**src/hw/rtl/sce_pkg.sv**
```systemverilog
// Shared types and constants for the seam cumulative energy unit.
`timescale 1ns / 1ps
package sce_pkg;

  localparam int GRAD_W     = 11;
  localparam int ENERGY_W   = 22;
  localparam int COLUMN_W   = 10;
  localparam int IMG_W_BITS = 11;
  localparam int IMG_H_BITS = 12;
  localparam int CFG_DATA_W = 12;
  localparam int CFG_ADDR_W = 1;

  localparam logic [ENERGY_W-1:0] ENERGY_MAX = {ENERGY_W{1'b1}};

  // Predecessor direction codes
  localparam logic [1:0] DIR_UL   = 2'd0;
  localparam logic [1:0] DIR_UP   = 2'd1;
  localparam logic [1:0] DIR_UR   = 2'd2;
  localparam logic [1:0] DIR_NONE = 2'd3;

  // Configuration register indexes
  localparam logic [CFG_ADDR_W-1:0] REG_IMAGE_WIDTH  = 1'd0;
  localparam logic [CFG_ADDR_W-1:0] REG_IMAGE_HEIGHT = 1'd1;

  // Position of a pixel within its frame
  typedef struct packed {
    logic first_row;
    logic first_col;
    logic last_col;
    logic last_row;
  } pix_pos_t;

endpackage

```
**src/hw/rtl/sce_cost_unit.sv**
```systemverilog
// Predecessor selection, saturating add, up-left hold and bottom-row minimum tracker.
`timescale 1ns / 1ps
module sce_cost_unit #(
  parameter int COL_W = 10
) (
  input  logic                          clk,
  input  logic                          rst,
  input  logic                          step,
  input  sce_pkg::pix_pos_t             pos,
  input  logic [sce_pkg::GRAD_W-1:0]    grad,
  input  logic [COL_W-1:0]              col,
  input  logic [sce_pkg::ENERGY_W-1:0]  up,
  input  logic [sce_pkg::ENERGY_W-1:0]  up_right,
  output logic [sce_pkg::ENERGY_W-1:0]  energy,
  output logic [1:0]                    direction,
  output logic [COL_W-1:0]              best_col_next,
  output logic [sce_pkg::ENERGY_W-1:0]  best_energy_next
);

  logic [sce_pkg::ENERGY_W-1:0] up_left;
  logic [sce_pkg::ENERGY_W-1:0] best_energy;
  logic [COL_W-1:0]             best_col;

  logic [sce_pkg::ENERGY_W-1:0] pred;
  logic [sce_pkg::ENERGY_W-1:0] pred_mid;
  logic [1:0]                   dir_mid;
  logic [sce_pkg::ENERGY_W:0]   sum;
  logic                         take_best;

  // Pick the least predecessor with the edge-specific tie rules
  always_comb begin
    pred_mid  = up;
    dir_mid   = sce_pkg::DIR_UP;
    pred      = '0;
    direction = sce_pkg::DIR_NONE;
    if (up_left < up) begin
      pred_mid = up_left;
      dir_mid  = sce_pkg::DIR_UL;
    end
    if (pos.first_row) begin
      pred      = '0;
      direction = sce_pkg::DIR_NONE;
    end else if (pos.first_col) begin
      if (up < up_right) begin
        pred      = up;
        direction = sce_pkg::DIR_UP;
      end else begin
        pred      = up_right;
        direction = sce_pkg::DIR_UR;
      end
    end else if (pos.last_col) begin
      if (up < up_left) begin
        pred      = up;
        direction = sce_pkg::DIR_UP;
      end else begin
        pred      = up_left;
        direction = sce_pkg::DIR_UL;
      end
    end else begin
      if (up_right < pred_mid) begin
        pred      = up_right;
        direction = sce_pkg::DIR_UR;
      end else begin
        pred      = pred_mid;
        direction = dir_mid;
      end
    end
  end

  // Add the gradient and clamp at the top of the range
  assign sum    = {1'b0, pred} + {{(sce_pkg::ENERGY_W + 1 - sce_pkg::GRAD_W){1'b0}}, grad};
  assign energy = sum[sce_pkg::ENERGY_W] ? sce_pkg::ENERGY_MAX : sum[sce_pkg::ENERGY_W-1:0];

  // Track the rightmost least energy of the bottom row
  assign take_best        = pos.last_row && (pos.first_col || energy <= best_energy);
  assign best_energy_next = take_best ? energy : best_energy;
  assign best_col_next    = take_best ? col : best_col;

  // Hold this pixel's up value as the next pixel's up-left
  always_ff @(posedge clk) begin
    if (rst) begin
      up_left <= '0;
    end else if (step) begin
      up_left <= up;
    end
  end

  // Update the tracker; clear it once the frame closes
  always_ff @(posedge clk) begin
    if (rst) begin
      best_energy <= sce_pkg::ENERGY_MAX;
      best_col    <= '0;
    end else if (step) begin
      if (pos.last_row && pos.last_col) begin
        best_energy <= sce_pkg::ENERGY_MAX;
        best_col    <= '0;
      end else begin
        best_energy <= best_energy_next;
        best_col    <= best_col_next;
      end
    end
  end

endmodule
```
**config.mk**
```make
export PLATFORM = sky130hd
export DESIGN_NAME = sce_cost_unit
export DESIGN_NICKNAME = d
export VERILOG_FILES = /design/src/hw/rtl/sce_pkg.sv /design/src/hw/rtl/sce_cost_unit.sv
export SDC_FILE = /design/constraint.sdc
export NUM_CORES = 1
export LEC_CHECK = 0
export BUFFER_PORTS_ARGS = -buffer_cell sky130_fd_sc_hd__buf_2
export CAP_MARGIN = 20
export CORE_UTILIZATION = 50
export DETAILED_ROUTE_END_ITERATION = 12
export GPL_TIMING_DRIVEN = 1
export PLACE_DENSITY = 0.73
export RECOVER_POWER = 100
export SLEW_MARGIN = 10
export SYNTH_ARGS = -nofsm -noshare
export SYNTH_HDL_FRONTEND = slang
export SYNTH_SLANG_ARGS = --single-unit
```
**constraint.sdc**
```tcl
create_clock -name clk -period 14.25 [get_ports clk]
set_input_delay 1.425 -clock clk [delete_from_list [all_inputs] [get_ports clk]]
set_output_delay 1.425 -clock clk [all_outputs]
set_load 0.01 [all_outputs]
```
==> results of run 1 <==
-- metrics by stage --
stage | util (%) | area [sq um] | hold slack (ps)
2_1_floorplan | - | 6925 | 483.1
3_3_place_gp | 57.42 | 7695 | 515.0
3_5_place_dp | 57.42 | 7695 | 511.2
4_1_cts | 58.55 | 7846 | 530.7
5_1_grt | 58.08 | 7782 | 566.4
6_report | 58.08 | 7782 | 527.8
-- placed cells by master (no fill, tap or decap), types with 3 or more instances in the layout --
master / count
xnor2_1: 4
a21o_1: 19
a211oi_1: 32
clkbuf_16: 5
and4_1: 3
mux2_1: 3
ha_1: 97
a21oi_1: 74
o311a_1: 4
a311oi_1: 7
o21bai_1: 4
nand4b_1: 3
nor2b_1: 15
mux2i_1: 53
inv_1: 82
nand2_1: 60
o211ai_1: 8
o21ai_0: 40
nand4_1: 17
and2_1: 9
a221oi_1: 10
clkbuf_1: 47
nand3_1: 13
o32a_1: 5
mux2_2: 21
o21a_1: 8
nor3_1: 9
buf_4: 11
a31oi_1: 25
dfxtp_1: 54
and3_1: 5
a32oi_1: 11
or2_2: 17
nor2_1: 96
nor4_1: 3
nand2b_1: 5
buf_2: 80
xor2_1: 8
-- how the worst max path moves through the flow --
stage | end | slack (ps) | cells past startpoint
2_1_floorplan | best_energy_next[18] | 1270 | 46
3_3_place_gp | best_col_next[7] | 1260 | 47
3_5_place_dp | best_col_next[0] | 1030 | 47
4_1_cts | best_col_next[0] | 1030 | 47
5_1_grt | best_energy_next[18] | 130 | 47
6_report | best_col_next[0] | 940 | 47
-- logic make-up after synthesis --
logic type      after synthesis  share of synthesized area [%]
simple gates                269                          19.15
compound gates              272                          26.67
flops                        54                          15.61
mux                          78                          11.78
xor+xnor                     12                          1.518
fa+ha+maj                    98                          17.81
buf+inv                     131                          7.462
-- report_power, final --
group	switching, mW	internal (mW)
clock network	0.0712	0.0673
logic	0.190	0.124
registers	0.00766	0.160
total	0.269	0.351
-- sequential cells by signal, summed over array words and instances, names as in the netlist --
register	cells
best_col	10
best_energy	22
up_left	22
-- metal layers --
layer	global-route usage [%]	vias to the layer above	wire, microns
met2	48.52	296	9597
li1	-	3570	-
met4	8.281	0	344
met1	38.84	3329	9306
met3	3.802	30	1559
met5	0	-	0
-- critical path, delay by kind of cell --
kind / cells / cell delay [ps]
compound gates: 25 / 5120
simple gates: 8 / 1640
buf+inv: 7 / 1540
fa+ha+maj: 5 / 1440
mux: 2 / 640
-- final cells by class --
class / instances / area (sq um) / area share, %
Clock buffer: 5 / 125.1 / 1.608
Clock inverter: 3 / 26.28 / 0.3376
Inverter: 82 / 307.8 / 3.955
Multi-Input combinational cell: 729 / 5343 / 68.65
Sequential cell: 54 / 1081 / 13.89
Tap cell: 176 / 220.2 / 2.830
Timing Repair Buffer: 139 / 679.4 / 8.730
==> flow_summary.ini, run 1 <==
[timing]
hold_violations = 0
min_period_ps = 13310
setup_viol = 0
skew_ps = 4.575
worstMarginPinSlew_ps = 2362
finalSetupTns_ps = 0
rsz0062_at_grt = no
min_period_over_period_pct = 93.41
slew_violations = 37
maxSlewHeadroom_pct = -57.44
layout_setup_ws_ps = 939.7
fmax_mhz = 75.13

[power_and_ir_drop]
ir_worst_vdd_v = 0.00004483
pwr_density_cell_mw_per_mm2 = 79.67
power.leakage_nw = 3.797
p_total_uw = 620.0

[floorplan]
fp.dieH_microns = 119.7
rows = 42
dieWidth_microns = 119.7
start_util_pct = 51.68
ioPinCount = 128
dieArea_sq_mm = 0.01433
core_area_sq_mm = 0.01340

[clocking]
clk_path_buf_depth = 2
ctsHoldBuffers = 0
cts_buffers = 5
cts_resized = 0
clock_sinks = 54
path_clk_slew_ps = 80
cts_root_buf = clkbuf_16
cts_setup_buffers = 0
clk_latency_ps = 320
h-tree-depth = 2
cts_tree = done

[global_routing]
antenna_found_initial = 0
first_global_vias = 6586
overflow = 0
track_usage_pct = 29.02
grt_pass1_wl_microns = 33530
grt_max_degree = 57

[worst_hold_path]
hp-start = best_energy[16]
hold_end = best_energy[16]
hold_path.class = register to register
worstHoldPathCells = 1

[drt]
drt_first_iter_violations = 501
via_per_inst = 6.082
routed_wl_microns = 20810
routedWlPerCell_microns = 17.51
vias = 7225
drc_errors = 0
first_pass_iters = 5
drtAntennaViolNets = 0

[critical_path]
rr_startpoint = up_left[16]
reg2reg_setup_slack_ps = 2710
worstSetupPathType = input port to primary output
crit_path_start_kind = input port
crit_path_end_kind = primary output
worst_ep_arrival_time_ps = 11890
rr_worst_depth = 47
crit_slowest_cell = a21boi_4
startpoint = up[17]
critPathMaxFanout = 56
cp.required_ps = 12820
cpPeakStageDelay_ps = 530
r2r-end = best_energy[4]

[yosys]
synth_cells = 914
async_flop_share_pct = 0
synth.avg_cell_area_sq_um = 7.577
synthTopCellsByCount = ha_1, nor2_1, inv_1, a21oi_1, nand2_1
ys_ff_latch = 54
synth_area_sq_mm = 0.006925
synth_top_area_share_pct = 17.52
syn-num-nets = 1084
synth.distinct_cells = 68
synth_top_cell_by_area = ha_1
synth_edf_count = 0
synthTopCellsByArea = ha_1, dfxtp_1, mux2i_1
ys_warn_count = 0
synth_top_flop_cell = dfxtp_1
seq_area_frac_synth_pct = 15.61
synth.most_common_cell = ha_1

[cells_and_area]
layout.nets = 1181
nFillCells = 1355
final_cells = 1188
area_growth_pct = 12.38
layout-drive-gt1-share_pct = 14.62
diodes = 0

[place]
placement.setup.worst_slack_ps = 1034
place.gp.congestion = 0.9440
port_buffers = 127
hpwl_microns = 15990
post-place-cells = 1180

[status]
failed_checks = capacitance limit, slew limit
outcome = complete, but fails checks

[run]
cap_viol_max_count = 1
(Power assumes the default switching activity.)
==> run 2: changes to the inputs <==
--- a/config.mk
+++ b/config.mk
@@ -8,6 +8,7 @@
 export BUFFER_PORTS_ARGS = -buffer_cell sky130_fd_sc_hd__buf_2
 export CAP_MARGIN = 20
 export CORE_UTILIZATION = 50
+export CTS_BUF_LIST = sky130_fd_sc_hd__clkbuf_4
 export DETAILED_ROUTE_END_ITERATION = 12
 export GPL_TIMING_DRIVEN = 1
 export PLACE_DENSITY = 0.73
==> run 2 against run 1 <==
Net effect:
- the flow still finishes with violations (capacitance limit, slew limit)
- final cell count is the same
- clock skew rose by 14 ps
- clock power fell by 38%
- sequential power hardly changed
- first-iteration DRC count increased by 13%
- utilization down 0.65 points
- sequential cell count is the same
- via count down 0.12%
- setup slack got worse by 18 ps
- combinational power is essentially flat
- sequential share of layout area is 0.16 points higher
- critical path type unchanged
- critical endpoint unchanged
- highest routed layer unchanged
==> flow_summary.ini, run 2 (same netlist as run 1, synthesis figures left out) <==
[status]
outcome = complete, but fails checks
failed_checks = capacitance limit, slew limit

[timing]
min_period_ps = 13330
worstMarginPinSlew_ps = 2377
maxSlewHeadroom_pct = -58.46
setup_viol = 0
min_period_over_period_pct = 93.53
slew_violations = 37
fmax_mhz = 75.03
rsz0062_at_grt = no
skew_ps = 18.45
hold_violations = 0
finalSetupTns_ps = 0

[worst_hold_path]
hold_path.class = register to register

[critical_path]
crit_path_end_kind = primary output
cp.required_ps = 12820
worst_ep_arrival_time_ps = 11900
crit_path_start_kind = input port
worstSetupPathType = input port to primary output
crit_slowest_cell = a21boi_4
critPathMaxFanout = 56
cpPeakStageDelay_ps = 530

[drt]
via_per_inst = 6.074
routed_wl_microns = 20690
first_pass_iters = 5
routedWlPerCell_microns = 17.42
vias = 7216
drtAntennaViolNets = 0
drt_first_iter_violations = 568
drc_errors = 0

[floorplan]
start_util_pct = 51.68
dieWidth_microns = 119.7
rows = 42
ioPinCount = 128
fp.dieH_microns = 119.7
dieArea_sq_mm = 0.01433
core_area_sq_mm = 0.01340

[power_and_ir_drop]
ir_worst_vdd_v = 0.00003776
pwr_density_cell_mw_per_mm2 = 73.88
power.leakage_nw = 3.758
p_total_uw = 568.5

[cells_and_area]
area_growth_pct = 11.11
nFillCells = 1362
layout.nets = 1181
fin_area_sq_mm = 0.007695
final_common_cell = ha_1
diodes = 0
layout-drive-gt1-share_pct = 14.62
final_cells = 1188
largestRegisters = best_energy: 22 flops, up_left: 22 flops, best_col: 10 flops
final_cell_mix = ha_1, nor2_1, inv_1
fin_util_pct = 57.42

[clocking]
cts_setup_buffers = 0
clk_path_buf_depth = 2
path_clk_slew_ps = 190
cts_root_buf = clkbuf_4
h-tree-depth = 2
cts_resized = 0
clock_sinks = 54
cts_tree = done
cts_buffers = 5
clk_latency_ps = 450
ctsHoldBuffers = 0

[place]
placed_area_sq_mm = 0.007695
port_buffers = 127
place.gp.congestion = 0.9440
post-place-cells = 1180
hpwl_microns = 15990

[global_routing]
grt_pass1_wl_microns = 33490
antenna_found_initial = 0
track_usage_pct = 29.03
grt_max_degree = 57
overflow = 0
first_global_vias = 6615

[run]
cap_viol_max_count = 1
run 2: cell counts in the layout (fill, tap and decap cells not counted):
No cell type changed its count.
run 2: cell type report:
class / instances / area, sq um / share of cell area (%)
Multi-Input combinational cell: 729 / 5343 / 69.43
Sequential cell: 54 / 1081 / 14.05
Timing Repair Buffer: 139 / 679.4 / 8.829
Inverter: 82 / 307.8 / 4.000
Tap cell: 176 / 220.2 / 2.862
Clock buffer: 5 / 37.54 / 0.4878
Clock inverter: 3 / 26.28 / 0.3415
run 2: metrics by stage:
| stage | setup WS, ps | hold WS (ps) |
|---|---|---|
| floorplan | 1273 | 483.1 |
| global placement | 1261 | 515.0 |
| detailed placement | 1034 | 511.2 |
| CTS | 1038 | 547.5 |
| global route | 130.8 | 578.0 |
| finish | 922.0 | 549.1 |
run 2: power by group:
part           total (mW)  internal [mW]  switching (mW)
sequential          0.168          0.160         0.00767
combinational       0.315          0.124           0.191
clock              0.0860         0.0210          0.0651
total               0.569          0.305           0.263
run 2: final timing paths:
kind                    from                to  slack (ps)  cells past startpoint
min reg2reg  best_energy[16]   best_energy[16]         550                      1
min          best_energy[16]   best_energy[16]         550                      1
max                   up[17]  best_col_next[0]         920                     47
max reg2reg      up_left[16]    best_energy[4]        2650                     47
run 2: layer usage:
layer	vias up	GRT usage, %	wire, microns
met5	-	0	0
met4	0	9.453	429
met3	38	4.278	1371
met2	290	47.72	9467
met1	3331	38.78	9422
li1	3557	-	-
run 2: critical path, delay by kind of cell:
| family | cells | cell delay [ps] |
|---|---|---|
| fa+ha+maj | 5 | 1430 |
| buf+inv | 7 | 1540 |
| simple gates | 8 | 1660 |
| compound gates | 25 | 5150 |
| mux | 2 | 640 |
==> run 3: changes to the inputs <==
--- a/config.mk
+++ b/config.mk
@@ -7,11 +7,10 @@
 export LEC_CHECK = 0
 export BUFFER_PORTS_ARGS = -buffer_cell sky130_fd_sc_hd__buf_2
 export CAP_MARGIN = 20
-export CORE_UTILIZATION = 50
+export CORE_UTILIZATION = 38
 export CTS_BUF_LIST = sky130_fd_sc_hd__clkbuf_4
 export DETAILED_ROUTE_END_ITERATION = 12
 export GPL_TIMING_DRIVEN = 1
-export PLACE_DENSITY = 0.73
 export RECOVER_POWER = 100
 export SLEW_MARGIN = 10
 export SYNTH_ARGS = -nofsm -noshare
==> run 3 against run 2 <==
Net effect:
- the run still ends with capacitance limit, slew limit left
- setup slack improved by 9.8 ps
- utilization is 14 points lower
- first-iteration DRC count is 18% lower
- clock skew rose by 0.75 ps
- cell area increased by 0.86%
- worst hold slack better by 2.5 ps
- via count down 0.98%
- clock power is 5.1% higher
- register-to-register slack worse by 250 ps
- wire length grew 8.4%
- highest routed layer unchanged
==> flow_summary.ini, run 3 (same netlist as run 1, synthesis figures left out) <==
[timing]
min_period_ps = 13320
fmax_mhz = 75.09
hold_violations = 0
finalSetupTns_ps = 0
min_period_over_period_pct = 93.46
rsz0062_at_grt = no
skew_ps = 19.19
slew_violations = 37
maxSlewHeadroom_pct = -61.57
worstMarginPinSlew_ps = 2424
setup_viol = 0

[cells_and_area]
nFillCells = 1939
layout-drive-gt1-share_pct = 15.15
area_growth_pct = 12.07
final_cell_mix = ha_1, nor2_1, inv_1
diodes = 0
final_common_cell = ha_1
largestRegisters = best_energy: 22 flops, up_left: 22 flops, best_col: 10 flops
final_cells = 1239
fin_util_pct = 43.35
layout.nets = 1179

[power_and_ir_drop]
power.switching_uw = 270.9
power.leakage_nw = 3.767
p_total_uw = 577.7
p_comb_share_pct = 55.3
ir_worst_vdd_v = 0.00003978
internal_power_uw = 306.8
pwr_density_cell_mw_per_mm2 = 74.44
pwr-share-seq_pct = 29.0
clockPowerShare_pct = 15.7
switching_share_pct = 46.89

[place]
port_buffers = 127
hpwl_microns = 17470
post-place-cells = 1231
place.gp.congestion = 0.9578

[clocking]
clk_latency_ps = 460
cts_root_buf = clkbuf_4
ctsHoldBuffers = 0
cts_setup_buffers = 0
clk_path_buf_depth = 2
cts_buffers = 5
cts_tree = done
h-tree-depth = 2
cts_resized = 0
path_clk_slew_ps = 190
clock_sinks = 54

[critical_path]
crit_path_start_kind = input port
crit_buf_inv = 6
crit_path_end_kind = primary output
cpPeakStageDelay_ps = 660
worstSetupPathType = input port to primary output
worst_ep_arrival_time_ps = 11890
cp.required_ps = 12820
crit_slowest_cell = a22oi_1
critPathMaxFanout = 40
crit_top_cell = o21ai_0
critPathTopFamily = compound AO/OA/AOI/OAI gates

[floorplan]
start_util_pct = 38.68
ioPinCount = 128
rows = 49
core_area_sq_mm = 0.01790
fp.dieH_microns = 137
dieWidth_microns = 137
dieArea_sq_mm = 0.01877

[global_routing]
overflow = 0
first_global_vias = 6450
grt_max_degree = 51
grt_pass1_wl_microns = 34330
track_usage_pct = 23.62
antenna_found_initial = 0

[drt]
drc_errors = 0
drtAntennaViolNets = 0
routed_wl_microns = 22430
drt_first_iter_violations = 465
via_per_inst = 5.767
vias = 7145
first_pass_iters = 5
routedWlPerCell_microns = 18.10

[status]
failed_checks = capacitance limit, slew limit
outcome = complete, but fails checks

[run]
cap_viol_max_count = 1

[worst_hold_path]
hold_path.class = register to register
[run 3: stage by stage]
stage,hold WS [ps],instance area [sq um],setup WS [ps]
floorplan,483.1,6925,1273
global placement,512.2,7746,1174
detailed placement,516.5,7746,964.8
CTS,542.2,7812,944.9
global route,587.9,7761,32.90
finish,551.6,7761,931.8
[run 3: power groups by stage]
stage	logic, mW	clock network [mW]	registers [mW]
floorplan	0.219	0	0.168
global placement	0.319	0	0.171
detailed placement	0.321	0	0.170
CTS	0.322	0.0943	0.167
global route	0.356	0.101	0.169
finish	0.320	0.0904	0.168
[run 3: worst min-delay path: cells and delay by family, from the launching register on]
| family | cells | cell delay [ps] |
|---|---|---|
| AOI/OAI and AO/OA | 1 | 70 |
| DFF | 1 | 370 |
| and+or+nand+nor | 1 | 90 |
[run 3: final timing paths]
path | from | end | slack [ps] | cells past startpoint
worst max-delay path | up[16] | best_col_next[1] | 930 | 44
worst min-delay path | best_energy[2] | best_energy[2] | 550 | 2
worst max register to register | up_left[19] | best_energy[6] | 2400 | 45
worst min register to register | best_energy[2] | best_energy[2] | 550 | 2
[run 3: layer usage]
layer	global-route usage (%)	wire length, microns	vias up
met5	0	0	-
met4	6.838	427	0
met1	32.61	10740	3319
met2	38.02	9834	248
li1	-	-	3554
met3	3.074	1425	24
[run 3: final cells by class]
type,instances,area [sq um],share of cell area (%)
Clock buffer,5,37.54,0.4836
Clock inverter,3,28.78,0.3708
Inverter,82,307.8,3.966
Multi-Input combinational cell,729,5348,68.90
Sequential cell,54,1081,13.93
Tap cell,229,286.5,3.692
Timing Repair Buffer,137,671.9,8.657
